<file path="config.mk">
export PLATFORM = sky130hd
export DESIGN_NAME = serial_command_line_decoder
export DESIGN_NICKNAME = d
export VERILOG_FILES = /design/src/hdl/scld_pkg.sv /design/src/hdl/scld_ram.sv /design/src/hdl/scld_dp.sv /design/src/hdl/scld_ctrl.sv /design/src/hdl/serial_command_line_decoder.sv
export SDC_FILE = /design/constraint.sdc
export NUM_CORES = 1
export LEC_CHECK = 0
export BUFFER_PORTS_ARGS = -buffer_cell sky130_fd_sc_hd__buf_2
export CORE_MARGIN = 10
export CORE_UTILIZATION = 45
export CTS_CLUSTER_DIAMETER = 100
export DETAILED_ROUTE_END_ITERATION = 7
export SLEW_MARGIN = 20
export SYNTH_ARGS = -nofsm -noshare
export SYNTH_HDL_FRONTEND = slang
export SYNTH_SLANG_ARGS = --single-unit
export TNS_END_PERCENT = 5
</file>
<file path="constraint.sdc">
create_clock -name aclk -period 5.83 [get_ports aclk]
set_input_delay 1.749 -clock aclk [delete_from_list [all_inputs] [get_ports aclk]]
set_output_delay 1.749 -clock aclk [all_outputs]
set_load 0.02 [all_outputs]
</file>
<file path="src/hdl/scld_pkg.sv">
// ----------------------------------------------------------------------------
// scld_pkg
// Types, character codes and helper functions shared by the serial command
// line decoder modules.
// ----------------------------------------------------------------------------
package scld_pkg;

    // console characters
    localparam logic [7:0] CH_BANG  = 8'h21;
    localparam logic [7:0] CH_NL    = 8'h0A;
    localparam logic [7:0] CH_QUERY = 8'h3F;
    localparam logic [7:0] CH_S     = 8'h73;
    localparam logic [7:0] CH_R     = 8'h72;
    localparam logic [7:0] CH_PLUS  = 8'h2B;
    localparam logic [7:0] CH_MINUS = 8'h2D;
    localparam logic [7:0] CH_ZERO  = 8'h30;
    localparam logic [7:0] CH_X_LO  = 8'h78;
    localparam logic [7:0] CH_X_UP  = 8'h58;

    localparam logic [30:0] SAT_VALUE = 31'h7FFF_FFFF;

    typedef enum logic [2:0] {
        S_COLLECT,
        S_CMD0,
        S_CMD1,
        S_SKIP,
        S_ZERO,
        S_PREFIX,
        S_DIGIT
    } state_t;

    typedef enum logic [3:0] {
        RES_PROMPT       = 4'd0,
        RES_TOO_LONG     = 4'd1,
        RES_HELP         = 4'd2,
        RES_SEND         = 4'd3,
        RES_RELAY_ON     = 4'd4,
        RES_RELAY_OFF    = 4'd5,
        RES_ALL_OFF      = 4'd6,
        RES_READ_RELAYS  = 4'd7,
        RES_READ_STATUS  = 4'd8,
        RES_BAD_PARAMS   = 4'd9,
        RES_UNKNOWN      = 4'd10
    } res_t;

    typedef enum logic [2:0] {
        K_SEND,
        K_RELAY_ON,
        K_RELAY_OFF,
        K_ALL_OFF,
        K_READ_RELAYS,
        K_READ_STATUS
    } kind_t;

    // controller to datapath
    typedef struct packed {
        logic open_cmd;
        logic close_cmd;
        logic store_byte;
        logic scan_start;
        logic scan_step;
        logic acc_load;
        logic acc_shift;
        logic save_id;
        logic save_code;
        logic emit;
        res_t emit_status;
    } dp_cmd_t;

    // datapath to controller
    typedef struct packed {
        logic       byte_is_bang;
        logic       byte_is_nl;
        logic       is_open;
        logic       fill_zero;
        logic       fill_over;
        logic       fill_room;
        logic       out_busy;
        logic [7:0] ch;
        logic       ch_space;
        logic       ch_hex;
        logic       ch_zero;
        logic       ch_x;
        logic       acc_le_ff;
        logic       acc_lt_8;
    } dp_stat_t;

    function automatic logic is_space(input logic [7:0] c);
        return (c == 8'h20) || (c >= 8'h09 && c <= 8'h0D);
    endfunction

    function automatic logic is_hex(input logic [7:0] c);
        return (c >= 8'h30 && c <= 8'h39) || (c >= 8'h61 && c <= 8'h66) ||
               (c >= 8'h41 && c <= 8'h46);
    endfunction

    function automatic logic [3:0] hex_val(input logic [7:0] c);
        logic [7:0] v;
        if (c >= 8'h30 && c <= 8'h39) begin
            v = c - 8'h30;
        end else if (c >= 8'h61 && c <= 8'h66) begin
            v = c - 8'h57;
        end else begin
            v = c - 8'h37;
        end
        return v[3:0];
    endfunction

    function automatic res_t kind_to_res(input kind_t k);
        res_t r;
        unique case (k)
            K_SEND:        r = RES_SEND;
            K_RELAY_ON:    r = RES_RELAY_ON;
            K_RELAY_OFF:   r = RES_RELAY_OFF;
            K_ALL_OFF:     r = RES_ALL_OFF;
            K_READ_RELAYS: r = RES_READ_RELAYS;
            K_READ_STATUS: r = RES_READ_STATUS;
            default:       r = RES_UNKNOWN;
        endcase
        return r;
    endfunction

endpackage

</file>
<file path="src/hdl/scld_ram.sv">
// ----------------------------------------------------------------------------
// scld_ram
// Generic single-port-write, single-port-read RAM with registered read data.
// ----------------------------------------------------------------------------
module scld_ram #(
    parameter int WIDTH = 8,
    parameter int DEPTH = 32
) (
    input  logic                     aclk,
    input  logic                     we,
    input  logic [$clog2(DEPTH)-1:0] waddr,
    input  logic [WIDTH-1:0]         wdata,
    input  logic [$clog2(DEPTH)-1:0] raddr,
    output logic [WIDTH-1:0]         rdata
);

    logic [WIDTH-1:0] mem [DEPTH];
    logic [WIDTH-1:0] rdata_reg;

    always_ff @(posedge aclk) begin
        if (we) begin
            mem[waddr] <= wdata;
        end
        rdata_reg <= mem[raddr];
    end

    assign rdata = rdata_reg;

endmodule

</file>
<file path="src/hdl/scld_dp.sv">
// ----------------------------------------------------------------------------
// scld_dp
// Datapath: line buffer with fill count, scan pointer, hex accumulator,
// argument registers and the result output register.
// ----------------------------------------------------------------------------
module scld_dp #(
    parameter int MAX_LEN = 30
) (
    input  logic               aclk,
    input  logic               aresetn,
    input  logic [7:0]         s_rx_byte,
    input  scld_pkg::dp_cmd_t  cmd,
    output scld_pkg::dp_stat_t stat,
    output logic               m_valid,
    input  logic               m_ready,
    output logic [3:0]         m_status,
    output logic [7:0]         m_target_id,
    output logic [7:0]         m_command_code,
    output logic [30:0]        m_parameter_word,
    output logic [2:0]         m_relay_number
);
    import scld_pkg::*;

    localparam int DEPTH  = MAX_LEN + 2;
    localparam int FILL_W = $clog2(DEPTH + 1);
    localparam int AW     = $clog2(DEPTH);

    logic              open_reg, open_next;
    logic [FILL_W-1:0] fill_reg, fill_next;
    logic [FILL_W-1:0] idx_reg, idx_next;
    logic [30:0]       acc_reg, acc_next;
    logic [7:0]        id_reg, id_next;
    logic [7:0]        code_reg, code_next;
    logic              m_valid_reg, m_valid_next;
    logic [3:0]        status_reg, status_next;
    logic [7:0]        target_reg, target_next;
    logic [7:0]        cmdcode_reg, cmdcode_next;
    logic [30:0]       param_reg, param_next;
    logic [2:0]        relay_reg, relay_next;
    logic [7:0]        rd_data;
    logic [7:0]        ch;
    logic [3:0]        hv;

    scld_ram #(
        .WIDTH (8),
        .DEPTH (DEPTH)
    ) u_text (
        .aclk  (aclk),
        .we    (cmd.store_byte),
        .waddr (fill_reg[AW-1:0]),
        .wdata (s_rx_byte),
        .raddr (idx_next[AW-1:0]),
        .rdata (rd_data)
    );

    // bytes past the stored text read as NUL
    assign ch = (idx_reg < fill_reg) ? rd_data : 8'h00;
    assign hv = hex_val(ch);

    always_comb begin
        open_next = open_reg;
        fill_next = fill_reg;
        idx_next  = idx_reg;
        acc_next  = acc_reg;
        id_next   = id_reg;
        code_next = code_reg;
        if (cmd.open_cmd) begin
            open_next = 1'b1;
            fill_next = '0;
        end
        if (cmd.close_cmd) begin
            open_next = 1'b0;
        end
        if (cmd.store_byte) begin
            fill_next = fill_reg + 1'b1;
        end
        if (cmd.scan_start) begin
            idx_next = '0;
        end else if (cmd.scan_step) begin
            idx_next = idx_reg + 1'b1;
        end
        if (cmd.acc_load) begin
            acc_next = {27'd0, hv};
        end else if (cmd.acc_shift) begin
            if (acc_reg[30:27] != 4'd0) begin
                acc_next = SAT_VALUE;
            end else begin
                acc_next = {acc_reg[26:0], hv};
            end
        end
        if (cmd.save_id) begin
            id_next = acc_reg[7:0];
        end
        if (cmd.save_code) begin
            code_next = acc_reg[7:0];
        end
    end

    always_comb begin
        m_valid_next = m_valid_reg & ~m_ready;
        status_next  = status_reg;
        target_next  = target_reg;
        cmdcode_next = cmdcode_reg;
        param_next   = param_reg;
        relay_next   = relay_reg;
        if (cmd.emit) begin
            m_valid_next = 1'b1;
            status_next  = cmd.emit_status;
            target_next  = '0;
            cmdcode_next = '0;
            param_next   = '0;
            relay_next   = '0;
            unique case (cmd.emit_status) inside
                RES_SEND: begin
                    target_next  = id_reg;
                    cmdcode_next = code_reg;
                    param_next   = acc_reg;
                end
                RES_RELAY_ON, RES_RELAY_OFF: begin
                    target_next = id_reg;
                    relay_next  = acc_reg[2:0];
                end
                RES_ALL_OFF, RES_READ_RELAYS, RES_READ_STATUS: begin
                    target_next = acc_reg[7:0];
                end
                default: begin
                    target_next = '0;
                end
            endcase
        end
    end

    always_ff @(posedge aclk) begin
        if (!aresetn) begin
            open_reg    <= 1'b0;
            fill_reg    <= '0;
            idx_reg     <= '0;
            m_valid_reg <= 1'b0;
        end else begin
            open_reg    <= open_next;
            fill_reg    <= fill_next;
            idx_reg     <= idx_next;
            m_valid_reg <= m_valid_next;
        end
    end

    always_ff @(posedge aclk) begin
        acc_reg     <= acc_next;
        id_reg      <= id_next;
        code_reg    <= code_next;
        status_reg  <= status_next;
        target_reg  <= target_next;
        cmdcode_reg <= cmdcode_next;
        param_reg   <= param_next;
        relay_reg   <= relay_next;
    end

    always_comb begin
        stat.byte_is_bang = (s_rx_byte == CH_BANG);
        stat.byte_is_nl   = (s_rx_byte == CH_NL);
        stat.is_open      = open_reg;
        stat.fill_zero    = (fill_reg == '0);
        stat.fill_over    = (fill_reg > FILL_W'(MAX_LEN));
        stat.fill_room    = (fill_reg < FILL_W'(DEPTH));
        stat.out_busy     = m_valid_reg & ~m_ready;
        stat.ch           = ch;
        stat.ch_space     = is_space(ch);
        stat.ch_hex       = is_hex(ch);
        stat.ch_zero      = (ch == CH_ZERO);
        stat.ch_x         = (ch == CH_X_LO) || (ch == CH_X_UP);
        stat.acc_le_ff    = (acc_reg[30:8] == '0);
        stat.acc_lt_8     = (acc_reg[30:3] == '0);
    end

    assign m_valid          = m_valid_reg;
    assign m_status         = status_reg;
    assign m_target_id      = target_reg;
    assign m_command_code   = cmdcode_reg;
    assign m_parameter_word = param_reg;
    assign m_relay_number   = relay_reg;

    // scan never runs more than one position past the stored text
    a_scan_in_text: assert property (@(posedge aclk) disable iff (!aresetn)
        cmd.scan_step |-> idx_reg <= fill_reg)
        else $error("scan pointer past end of text");

endmodule

</file>
<file path="src/hdl/scld_ctrl.sv">
// ----------------------------------------------------------------------------
// scld_ctrl
// Controller: collects bytes into the line buffer and, on newline, walks the
// stored text one character per cycle to decode the command and arguments.
// ----------------------------------------------------------------------------
module scld_ctrl (
    input  logic               aclk,
    input  logic               aresetn,
    input  logic               s_valid,
    output logic               s_ready,
    input  scld_pkg::dp_stat_t stat,
    output scld_pkg::dp_cmd_t  cmd
);
    import scld_pkg::*;

    state_t     state_reg, state_next;
    kind_t      kind_reg, kind_next;
    logic [1:0] arg_reg, arg_next;
    logic       accept;
    logic       last_arg;
    logic       val_ok;
    logic       go_on;
    res_t       end_res;
    logic       relay_op;

    assign s_ready = (state_reg == S_COLLECT) && (!stat.out_busy || !stat.byte_is_nl);
    assign accept  = s_valid && s_ready;

    assign relay_op = (stat.ch == CH_PLUS) || (stat.ch == CH_MINUS) ||
                      (stat.ch == CH_ZERO) || (stat.ch == CH_R) || (stat.ch == CH_S);

    always_comb begin
        unique case (kind_reg)
            K_SEND:                  last_arg = (arg_reg == 2'd2);
            K_RELAY_ON, K_RELAY_OFF: last_arg = (arg_reg == 2'd1);
            default:                 last_arg = (arg_reg == 2'd0);
        endcase
    end

    always_comb begin
        if (arg_reg == 2'd0) begin
            val_ok = stat.acc_le_ff;
        end else if (kind_reg == K_SEND) begin
            val_ok = (arg_reg == 2'd1) ? stat.acc_le_ff : 1'b1;
        end else begin
            val_ok = stat.acc_lt_8;
        end
    end

    // a number ended: continue only across whitespace to a further argument
    assign go_on   = val_ok && !last_arg && stat.ch_space;
    assign end_res = (val_ok && last_arg) ? kind_to_res(kind_reg) : RES_BAD_PARAMS;

    // next state
    always_comb begin
        state_next = state_reg;
        kind_next  = kind_reg;
        arg_next   = arg_reg;
        unique case (state_reg)
            S_COLLECT: begin
                if (accept && stat.byte_is_nl && stat.is_open && !stat.fill_zero &&
                    !stat.fill_over) begin
                    state_next = S_CMD0;
                end
            end
            S_CMD0: begin
                arg_next = 2'd0;
                if (stat.ch == CH_S) begin
                    kind_next  = K_SEND;
                    state_next = S_SKIP;
                end else if (stat.ch == CH_R) begin
                    state_next = S_CMD1;
                end else begin
                    state_next = S_COLLECT;
                end
            end
            S_CMD1: begin
                state_next = relay_op ? S_SKIP : S_COLLECT;
                unique case (stat.ch)
                    CH_PLUS:  kind_next = K_RELAY_ON;
                    CH_MINUS: kind_next = K_RELAY_OFF;
                    CH_ZERO:  kind_next = K_ALL_OFF;
                    CH_R:     kind_next = K_READ_RELAYS;
                    CH_S:     kind_next = K_READ_STATUS;
                    default:  kind_next = kind_reg;
                endcase
            end
            S_SKIP: begin
                if (stat.ch_space) begin
                    state_next = S_SKIP;
                end else if (stat.ch_zero) begin
                    state_next = S_ZERO;
                end else if (stat.ch_hex) begin
                    state_next = S_DIGIT;
                end else begin
                    state_next = S_COLLECT;
                end
            end
            S_ZERO: begin
                if (stat.ch_x) begin
                    state_next = S_PREFIX;
                end else if (stat.ch_hex) begin
                    state_next = S_DIGIT;
                end else if (go_on) begin
                    state_next = S_SKIP;
                    arg_next   = arg_reg + 2'd1;
                end else begin
                    state_next = S_COLLECT;
                end
            end
            S_PREFIX: begin
                state_next = stat.ch_hex ? S_DIGIT : S_COLLECT;
            end
            S_DIGIT: begin
                if (stat.ch_hex) begin
                    state_next = S_DIGIT;
                end else if (go_on) begin
                    state_next = S_SKIP;
                    arg_next   = arg_reg + 2'd1;
                end else begin
                    state_next = S_COLLECT;
                end
            end
            default: begin
                state_next = S_COLLECT;
            end
        endcase
    end

    // outputs
    always_comb begin
        cmd             = '0;
        cmd.emit_status = RES_PROMPT;
        unique case (state_reg)
            S_COLLECT: begin
                if (accept) begin
                    if (stat.byte_is_bang) begin
                        cmd.open_cmd = 1'b1;
                    end else if (stat.byte_is_nl) begin
                        if (!stat.is_open) begin
                            cmd.emit        = 1'b1;
                            cmd.emit_status = RES_PROMPT;
                        end else if (stat.fill_zero) begin
                            cmd.emit = 1'b0;
                        end else if (stat.fill_over) begin
                            cmd.emit        = 1'b1;
                            cmd.emit_status = RES_TOO_LONG;
                            cmd.close_cmd   = 1'b1;
                        end else begin
                            cmd.close_cmd  = 1'b1;
                            cmd.scan_start = 1'b1;
                        end
                    end else begin
                        cmd.store_byte = stat.is_open && stat.fill_room;
                    end
                end
            end
            S_CMD0: begin
                cmd.scan_step = 1'b1;
                if (stat.ch == CH_QUERY) begin
                    cmd.emit        = 1'b1;
                    cmd.emit_status = RES_HELP;
                end else if (stat.ch != CH_S && stat.ch != CH_R) begin
                    cmd.emit        = 1'b1;
                    cmd.emit_status = RES_UNKNOWN;
                end
            end
            S_CMD1: begin
                cmd.scan_step = 1'b1;
                if (!relay_op) begin
                    cmd.emit        = 1'b1;
                    cmd.emit_status = RES_UNKNOWN;
                end
            end
            S_SKIP: begin
                cmd.scan_step = 1'b1;
                if (stat.ch_hex) begin
                    cmd.acc_load = 1'b1;
                end else if (!stat.ch_space) begin
                    cmd.emit        = 1'b1;
                    cmd.emit_status = RES_BAD_PARAMS;
                end
            end
            S_ZERO, S_DIGIT: begin
                cmd.scan_step = 1'b1;
                if (stat.ch_x && state_reg == S_ZERO) begin
                    cmd.acc_load = 1'b0;
                end else if (stat.ch_hex) begin
                    cmd.acc_shift = 1'b1;
                end else if (go_on) begin
                    cmd.save_id   = (arg_reg == 2'd0);
                    cmd.save_code = (arg_reg == 2'd1);
                end else begin
                    cmd.emit        = 1'b1;
                    cmd.emit_status = end_res;
                end
            end
            S_PREFIX: begin
                cmd.scan_step = 1'b1;
                if (stat.ch_hex) begin
                    cmd.acc_load = 1'b1;
                end else begin
                    // the x stops any further argument
                    cmd.emit        = 1'b1;
                    cmd.emit_status = end_res;
                end
            end
            default: begin
                cmd.emit = 1'b0;
            end
        endcase
    end

    always_ff @(posedge aclk) begin
        if (!aresetn) begin
            state_reg <= S_COLLECT;
            kind_reg  <= K_SEND;
            arg_reg   <= 2'd0;
        end else begin
            state_reg <= state_next;
            kind_reg  <= kind_next;
            arg_reg   <= arg_next;
        end
    end

    a_ready_only_collect: assert property (@(posedge aclk) disable iff (!aresetn)
        s_ready |-> state_reg == S_COLLECT)
        else $error("input ready outside collect state");

    a_no_overwrite: assert property (@(posedge aclk) disable iff (!aresetn)
        cmd.emit |-> !stat.out_busy)
        else $error("result written over a pending word");

    a_newline_scans: assert property (@(posedge aclk) disable iff (!aresetn)
        accept && stat.byte_is_nl && stat.is_open && !stat.fill_zero && !stat.fill_over
        |=> state_reg == S_CMD0)
        else $error("newline on a stored command did not start the scan");

endmodule

</file>
<file path="src/hdl/serial_command_line_decoder.sv">
// ----------------------------------------------------------------------------
// serial_command_line_decoder
// Turns a stream of console bytes into decoded command words.
// ----------------------------------------------------------------------------
// Input channel (s_valid/s_ready/s_rx_byte) takes one console byte per word.
// '!' opens a command, following bytes are stored (up to MAX_LEN + 2), and a
// newline closes it. The result channel (m_valid/m_ready) carries one decoded
// word per newline, except for a newline right after '!', which gives none.
// Ordinary bytes are taken as they come, with no wait between them. A newline
// that closes a stored command is decoded by walking the line buffer one
// character per cycle through the single read port, during which s_ready is
// low; m_valid rises the cycle after the last step.
// Newlines with no command open or with an over-long command raise m_valid
// the cycle after they are taken.
// The result sits in an output register: while it waits for m_ready, plain
// bytes are still taken, only a newline is held off until the word leaves.
// Reset (aresetn low, synchronous) closes any open command and drops a
// pending result; the line buffer is not cleared.
// ----------------------------------------------------------------------------
module serial_command_line_decoder #(
    parameter int MAX_LEN = 30
) (
    input  logic        aclk,
    input  logic        aresetn,
    input  logic        s_valid,
    output logic        s_ready,
    input  logic [7:0]  s_rx_byte,
    output logic        m_valid,
    input  logic        m_ready,
    output logic [3:0]  m_status,
    output logic [7:0]  m_target_id,
    output logic [7:0]  m_command_code,
    output logic [30:0] m_parameter_word,
    output logic [2:0]  m_relay_number
);
    import scld_pkg::*;

    dp_cmd_t  cmd;
    dp_stat_t stat;

    scld_ctrl u_ctrl (
        .aclk    (aclk),
        .aresetn (aresetn),
        .s_valid (s_valid),
        .s_ready (s_ready),
        .stat    (stat),
        .cmd     (cmd)
    );

    scld_dp #(
        .MAX_LEN (MAX_LEN)
    ) u_dp (
        .aclk             (aclk),
        .aresetn          (aresetn),
        .s_rx_byte        (s_rx_byte),
        .cmd              (cmd),
        .stat             (stat),
        .m_valid          (m_valid),
        .m_ready          (m_ready),
        .m_status         (m_status),
        .m_target_id      (m_target_id),
        .m_command_code   (m_command_code),
        .m_parameter_word (m_parameter_word),
        .m_relay_number   (m_relay_number)
    );

endmodule
</file>
==> results.sh, run 1 <==
export IMPL_avgViaCountPerCell=5.79
export IMPL_gp_congestion=0.893
export IMPL_rsz0062_at_grt="false"
export IMPL_slew_headroom=0.344
export IMPL_postCtsSetupRepairBufs=0
export IMPL_syn2layout_area_growth_pct=14.1
export IMPL_ys_types=70
export IMPL_h_tree_depth=2
export IMPL_yosysSeqAreaShare=0.674
export IMPL_dr_total_vias=10841
export IMPL_switching_share=0.190
export IMPL_cp_required_ns=4.08
export IMPL_fin_crit_sh=0.896
export IMPL_tightest_slew_ns=0.983
export IMPL_fin_crit_ns=5.22
export IMPL_fin_setup_tns_ns=0
export IMPL_die_h_um=211
export IMPL_end_kind="primary output"
export IMPL_synth_most_common_cell="edfxtp_1"
export IMPL_cts_buffer_depth=3
export IMPL_grt_max_degree=70
export IMPL_cts_tree="yes"
export IMPL_path_max_fanout=4
export IMPL_antenna_found_initial=0
export IMPL_power_switching_mw=1.09
export IMPL_avgSynthCellArea_um2=12.5
export IMPL_ctsResizeCount=0
export IMPL_fill_cells=3072
export IMPL_rows=69
export IMPL_pin_count=68
export IMPL_ys_top_cells_by_count="330 x edfxtp_1, 138 x nand2_1, 131 x nor2_1, 89 x a211oi_1, 76 x and3_1"
export IMPL_ys_ff_latch=387
export IMPL_start_util=0.459
export IMPL_yosys_area_top_type_share=0.604
export IMPL_wl_per_cell_um=21.2
export IMPL_p_seq_frac=0.523
export IMPL_synth_edf_count=330
export IMPL_hold_class="register to register"
export IMPL_clkSinkCount=387
export IMPL_synth_largest_area_cell="edfxtp_1"
export IMPL_setup_violations=0
export IMPL_die_w_um=211
export IMPL_cap_violations=0
export IMPL_slew_violations=0
export IMPL_dp_cells=1798
export IMPL_synthArstFlopShare=0
export IMPL_num_antenna_cells=0
export IMPL_final_cells=1873
export IMPL_grt_overflow_total=0
export IMPL_synth_warnings=0
export IMPL_crit_type="input pin to primary output"
export IMPL_drive_above_1_share=0.131
export IMPL_cts_buffers=41
export IMPL_numPortBuffers=67
export IMPL_finClkSkew_ns=0.0305
export IMPL_clkLatencyLatePin_ns=0.53
export IMPL_synth_area_leaders="edfxtp_1 60%, dfxtp_1 7.0%, a211oi_1 4.1%"
export IMPL_die_area_um2=44500
export IMPL_path_clk_slew_ns=0.06
export IMPL_pwr_density_cell_nw_per_um2=306
export IMPL_critPathLaunchType="input pin"
export IMPL_hold_viol=0
export IMPL_grt_pass1_wl_um=61700
export IMPL_layout_nets=1410
export IMPL_synthFlopType="edfxtp_1"
export IMPL_p_int_mw=4.64
export IMPL_largest_reg_flops=256
export IMPL_syn_instance_count=1317
export IMPL_vdd_ir_drop_worst_mv=0.223
export IMPL_core_um2=35700
export IMPL_drt_iter0_drc=1050
export IMPL_regArea_um2=11100
export IMPL_grt_use_total=0.176
export IMPL_antenna_left=0
export IMPL_hold_buffers=0
export IMPL_leakage_nw=6.35
export IMPL_clkPwrFrac=0.469
export IMPL_place_hpwl_um=25600
export IMPL_drt_total_wl_um=39800
export IMPL_syn_area_um2=16400
export IMPL_drt_pass1_iter_count=5
export IMPL_drc=0
export IMPL_worstPathArrival_ns=3.48
export IMPL_first_global_vias=10356
export IMPL_syn_num_nets=1347
export IMPL_multi_input_area_um2=4970
export IMPL_max_freq_mhz=191
export IMPL_comb_power_share=0.008
export IMPL_status="finished clean"
export IMPL_root_buffer="clkbuf_16"
-- metal layers --
metal,GRT usage,share of wire,vias to the layer above
met2,0.285,0.47,331
met1,0.239,0.43,5290
met4,0.0502,0.026,0
met5,0,0,-
met3,0.0329,0.071,68
li1,-,-,5152
-- power groups by stage --
stage	Clock (mW)	Combinational (mW)	Sequential (mW)
floorplan	0	0.00344	3.05
global placement	0	0.0471	3.05
detailed placement	0	0.0479	3.05
CTS	2.73	0.0480	2.99
global route	2.85	0.0515	2.99
finish	2.69	0.0474	2.99
-- placed cells by master (no fill, tap or decap), types with 5 or more instances in the layout --
cell type,n
clkinv_2,5
a21oi_1,57
nand3_1,22
buf_4,29
mux2i_1,5
nand2b_1,6
or4_1,5
nor4_1,12
nor2_1,131
inv_1,18
a32oi_1,33
buf_2,67
bufinv_16,7
ha_1,18
edfxtp_1,330
clkinv_1,12
o22ai_1,16
and3_1,76
buf_12,5
nor3_1,20
clkbuf_16,42
nand3b_1,5
dfxtp_1,57
a211oi_1,89
o21ai_0,51
a31oi_1,5
and2_1,41
nor2b_1,7
nand4_1,14
a22o_1,8
nand2_1,136
clkbuf_1,5
-- through the flow --
| step | util | power [mW] | instance area (um2) | hold slack, ns | setup WS (ns) |
|---|---|---|---|---|---|
| 4_1_cts | 0.524 | 5.77 | 18700 | 0.477 | 0.689 |
| 6_report | 0.524 | 5.72 | 18700 | 0.481 | 0.605 |
| 2_1_floorplan | - | 3.05 | 16400 | 0.448 | 1.12 |
| 3_3_place_gp | 0.484 | 3.10 | 17300 | 0.464 | 0.736 |
| 5_1_grt | 0.524 | 5.89 | 18700 | 0.508 | 0.407 |
| 3_5_place_dp | 0.484 | 3.10 | 17300 | 0.468 | 0.689 |
-- critical path: stages --
cell and delay [ns]:
buf_2 0.10, or4_1 0.57, nor2_1 0.55, a21oi_1 0.25, buf_2 0.25
-- layout make-up --
cell class | count | share of cell area
Sequential cell | 387 | 0.591
Multi-Input combinational cell | 831 | 0.266
Clock buffer | 48 | 0.0579
Timing Repair Buffer | 101 | 0.0349
Tap cell | 461 | 0.0308
Clock inverter | 27 | 0.0167
Inverter | 18 | 0.00361
-- cell families after synthesis --
group / share of synthesized area
adder cells (fa/ha/maj): 0.0137
flip-flops: 0.674
XOR/XNOR: 0.00427
AND/OR/NAND/NOR: 0.154
multiplexers: 0.00442
buffers and inverters: 0.0271
AO/OA/AOI/OAI: 0.123
-- worst paths after layout --
| check | depth (start not counted) | start | endpoint | slack [ns] |
|---|---|---|---|---|
| worst max-delay path | 5 | s_rx_byte[2] | s_ready | 0.61 |
| worst min-delay path | 2 | u_dp.open_reg | u_dp.open_reg | 0.48 |
| worst max register to register | 15 | u_dp.fill_reg[3] | u_dp.m_parameter_word[24] | 0.82 |
| worst min register to register | 2 | u_dp.open_reg | u_dp.open_reg | 0.48 |
(Power assumes the default switching activity.)
==> run 2: changes to the inputs <==
- CTS_BUF_LIST: not set -> sky130_fd_sc_hd__clkbuf_16
==> results.sh, run 2 (synthesis results as in run 1) <==
export IMPL_status="finished clean"
export IMPL_critical_path_top_delay_family="simple AND/OR/NAND/NOR gates"
export IMPL_hold_viol=0
export IMPL_power_total_mw=5.71
export IMPL_drt_pass1_iter_count=5
export IMPL_pin_count=68
export IMPL_antenna_found_initial=0
export IMPL_pwr_density_cell_nw_per_um2=305
export IMPL_dr_total_vias=10860
export IMPL_rsz0062_at_grt="false"
export IMPL_leakage_nw=6.37
export IMPL_crit_buf_inv=2
export IMPL_h_tree_depth=2
export IMPL_regArea_um2=11100
export IMPL_final_cells=1873
export IMPL_dpl_worst_slack_ns=0.689
export IMPL_dp_cells=1798
export IMPL_first_global_vias=10353
export IMPL_clkPwrFrac=0.468
export IMPL_fin_hold_ws_ns=0.480
export IMPL_cts_buffer_depth=3
export IMPL_syn2layout_area_growth_pct=14.0
export IMPL_die_h_um=211
export IMPL_worstPathArrival_ns=3.46
export IMPL_drc=0
export IMPL_grt_use_total=0.176
export IMPL_drive_above_1_share=0.130
export IMPL_cap_violations=0
export IMPL_gp_congestion=0.893
export IMPL_clkLatencyLatePin_ns=0.53
export IMPL_switching_share=0.192
export IMPL_critical_path_cell_chain="buf_2, or4_1, nor2_1, a21oi_1, buf_2"
export IMPL_finClkSkew_ns=0.0302
export IMPL_path_max_fanout=4
export IMPL_power_switching_mw=1.09
export IMPL_die_area_um2=44500
export IMPL_core_um2=35700
export IMPL_fin_crit_ns=5.21
export IMPL_slew_headroom=0.339
export IMPL_wl_per_cell_um=21.4
export IMPL_largest_reg_flops=256
export IMPL_p_seq_frac=0.524
export IMPL_clkSinkCount=387
export IMPL_vdd_ir_drop_worst_mv=0.224
export IMPL_fin_crit_sh=0.893
export IMPL_final_common_cell="edfxtp_1"
export IMPL_grt_max_degree=70
export IMPL_slew_violations=0
export IMPL_rows=69
export IMPL_grt_overflow_total=0
export IMPL_fill_cells=3073
export IMPL_p_int_mw=4.62
export IMPL_crit_type="input pin to primary output"
export IMPL_tightest_slew_ns=0.992
export IMPL_avgViaCountPerCell=5.80
export IMPL_path_clk_slew_ns=0.06
export IMPL_hold_class="register to register"
export IMPL_root_buffer="clkbuf_16"
export IMPL_grt_pass1_wl_um=61700
export IMPL_comb_power_share=0.008
export IMPL_multi_input_area_um2=4970
export IMPL_critPathSlowestCell="or4_1"
export IMPL_place_hpwl_um=25600
export IMPL_cp_required_ns=4.08
export IMPL_layout_nets=1410
export IMPL_cts_tree="yes"
export IMPL_postCtsSetupRepairBufs=0
export IMPL_final_cell_mix="330 x edfxtp_1, 136 x nand2_1, 131 x nor2_1"
export IMPL_antenna_left=0
export IMPL_die_w_um=211
export IMPL_drt_iter0_drc=1001
export IMPL_critPathLaunchType="input pin"
export IMPL_hold_buffers=0
export IMPL_max_freq_mhz=192
export IMPL_num_antenna_cells=0
export IMPL_crit_path_frequent_cell="buf_2"
export IMPL_fin_setup_tns_ns=0
export IMPL_ctsResizeCount=0
export IMPL_cts_buffers=41
export IMPL_drt_total_wl_um=40000
export IMPL_setup_violations=0
export IMPL_crit_path_max_incr_delay_ns=0.57
export IMPL_start_util=0.459
export IMPL_worst_slack_ns=0.622
export IMPL_end_kind="primary output"
export IMPL_numPortBuffers=67
[run 2: changes by cell type in the layout (fill, tap and decap cells not counted)]
cell	previous run	this run
clkbuf_1	5	0
clkbuf_8	1	0
clkinv_1	12	13
inv_1	18	23
[run 2: cell type report]
cell class / count / area share
tap: 461 / 0.0308
timing repair buffer: 101 / 0.0349
clock inverter: 33 / 0.0179
multi-input combinational: 831 / 0.266
clock buffer: 42 / 0.0562
sequential: 387 / 0.591
inverter: 18 / 0.00361
[run 2: path summary, 6_finish.rpt]
path,start,end,slack (ns),depth (start not counted)
max,s_rx_byte[2],s_ready,0.62,5
min,u_dp.open_reg,u_dp.open_reg,0.48,2
max reg2reg,u_dp.fill_reg[3],u_dp.m_parameter_word[24],0.81,15
min reg2reg,u_dp.open_reg,u_dp.open_reg,0.48,2
[run 2: power groups by stage]
stage | Combinational, mW | Sequential, mW | Clock [mW]
finish | 0.0477 | 2.99 | 2.67
detailed placement | 0.0479 | 3.05 | 0
floorplan | 0.00344 | 3.05 | 0
global placement | 0.0471 | 3.05 | 0
CTS | 0.0480 | 2.99 | 2.71
global route | 0.0515 | 2.99 | 2.82
[run 2: worst reg2reg max path: stages (launching register included)]
cell,delay [ns]
dfxtp_1,0.51
inv_1,0.18
ha_1,0.33
a21oi_1,0.13
o21a_1,0.19
o21a_1,0.27
nand2_1,0.17
inv_1,0.11
ha_1,0.26
nor3b_1,0.08
o41ai_1,0.55
a21oi_1,0.26
o21ai_0,0.38
nor2_1,0.15
or4_2,0.70
buf_4,0.36
[run 2: stage by stage]
stage | util | cell area [um2]
6_report | 0.523 | 18700
3_3_place_gp | 0.484 | 17300
3_5_place_dp | 0.484 | 17300
4_1_cts | 0.523 | 18700
5_1_grt | 0.523 | 18700
2_1_floorplan | - | 16400
[run 2: per-layer routing]
metal	global-route usage	wire length [um]
met1	0.238	17400
met2	0.285	19000
met3	0.0329	2670
met4	0.0502	950
met5	0	0
==> run 3: changes to the inputs <==
- CORE_UTILIZATION: 45 -> 60
- PLACE_DENSITY: not set -> 0.87
==> results.sh, run 3 (synthesis results as in run 1) <==
export IMPL_end_kind="primary output"
export IMPL_grt_pass1_wl_um=61700
export IMPL_dpl_instance_area_um2=17100
export IMPL_rsz0062_at_grt="false"
export IMPL_die_area_um2=34400
export IMPL_cap_violations=0
export IMPL_pwr_density_cell_nw_per_um2=308
export IMPL_ctsResizeCount=0
export IMPL_critPathLaunchType="input pin"
export IMPL_syn2layout_area_growth_pct=12.6
export IMPL_final_cells=1744
export IMPL_avgViaCountPerCell=6.59
export IMPL_slew_headroom=0.301
export IMPL_dr_total_vias=11501
export IMPL_rows=60
export IMPL_final_core_util=0.685
export IMPL_clkLatencyLatePin_ns=0.54
export IMPL_drc=2
export IMPL_cts_tree="yes"
export IMPL_h_tree_depth=2
export IMPL_finClkSkew_ns=0.0270
export IMPL_cts_buffer_depth=3
export IMPL_drt_pass1_iter_count=8
export IMPL_grt_use_total=0.230
export IMPL_die_h_um=185
export IMPL_largest_reg_flops=256
export IMPL_path_max_fanout=4
export IMPL_fin_setup_tns_ns=0
export IMPL_status="finished with violations"
export IMPL_setup_violations=0
export IMPL_cp_required_ns=4.08
export IMPL_final_area_um2=18500
export IMPL_final_common_cell="edfxtp_1"
export IMPL_grt_max_degree=72
export IMPL_drive_above_1_share=0.126
export IMPL_reg2regPathDepth=17
export IMPL_fin_crit_ns=5.12
export IMPL_numPortBuffers=67
export IMPL_antenna_found_initial=1
export IMPL_slew_violations=0
export IMPL_leakage_nw=6.34
export IMPL_final_cell_mix="330 x edfxtp_1, 136 x nand2_1, 131 x nor2_1"
export IMPL_fin_crit_sh=0.878
export IMPL_wl_per_cell_um=23.0
export IMPL_drt_iter0_drc=1736
export IMPL_grt_overflow_total=0
export IMPL_root_buffer="clkbuf_16"
export IMPL_postCtsSetupRepairBufs=0
export IMPL_vdd_ir_drop_worst_mv=0.293
export IMPL_clkSinkCount=387
export IMPL_hold_buffers=0
export IMPL_hold_class="register to register"
export IMPL_drt_total_wl_um=40100
export IMPL_dp_cells=1672
export IMPL_fill_cells=1718
export IMPL_worstPathArrival_ns=3.37
export IMPL_violations="DRC"
export IMPL_place_hpwl_um=24600
export IMPL_pin_count=68
export IMPL_tightest_slew_ns=1.04
export IMPL_max_freq_mhz=195
export IMPL_crit_type="input pin to primary output"
export IMPL_hold_viol=0
export IMPL_cts_buffers=39
export IMPL_core_um2=27000
export IMPL_first_global_vias=11115
export IMPL_path_clk_slew_ns=0.07
export IMPL_die_w_um=185
export IMPL_start_util=0.609
export IMPL_antenna_left=0
export IMPL_holdPathStages=2
export IMPL_layout_nets=1402
export IMPL_gp_congestion=0.913
[run 3: changes by cell type in the layout (fill, tap and decap cells not counted), sizes merged]
| cell | change |
|---|---|
| buf | -6 |
| bufinv | +1 |
| clkbuf | -2 |
| clkinv | -9 |
| diode | +1 |
| inv | +6 |
[run 3: worst paths after layout]
kind         slack, ns                   to             start
max               0.71              s_ready      s_rx_byte[2]
max reg2reg       0.85  u_dp.m_target_id[4]  u_dp.fill_reg[3]
min reg2reg       0.50        u_dp.open_reg     u_dp.open_reg
min               0.50        u_dp.open_reg     u_dp.open_reg
[run 3: layer usage]
| layer | part of all wire | GRT usage |
|---|---|---|
| met3 | 0.11 | 0.0541 |
| met2 | 0.49 | 0.380 |
| met1 | 0.36 | 0.282 |
| met5 | 0 | 0 |
| met4 | 0.042 | 0.101 |
[run 3: critical path, cell delays in order]
cell and delay [ns]:
buf_2 0.11, or4_1 0.60, nor2_1 0.46, a21oi_1 0.21, buf_2 0.23
[run 3: area by class of cell]
cell class	count	area, um2	share of cell area
inverters	18	67.6	0.00366
clock buffers	40	1000	0.0542
flip-flops and latches	387	11100	0.599
repair buffers	95	596	0.0323
multi-input cells	831	4950	0.268
clock inverters	31	367	0.0199
well taps	341	427	0.0231
diodes	1	2.50	0.000136
[run 3: through the flow]
| step | total power, mW | hold slack, ns | worst slack [ns] |
|---|---|---|---|
| after floorplan | 3.05 | 0.448 | 1.12 |
| final | 5.69 | 0.496 | 0.713 |
| after CTS | 5.70 | 0.492 | 0.639 |
| after detailed placement | 3.10 | 0.481 | 0.666 |
| after global routing | 5.82 | 0.524 | 0.344 |
| after global placement | 3.09 | 0.463 | 0.830 |
[run 3: power breakdown]
part	total (mW)	switching, mW	internal (mW)
sequential	2.99	0.000295	2.99
clock	2.65	1.04	1.61
combinational	0.0470	0.0392	0.00789
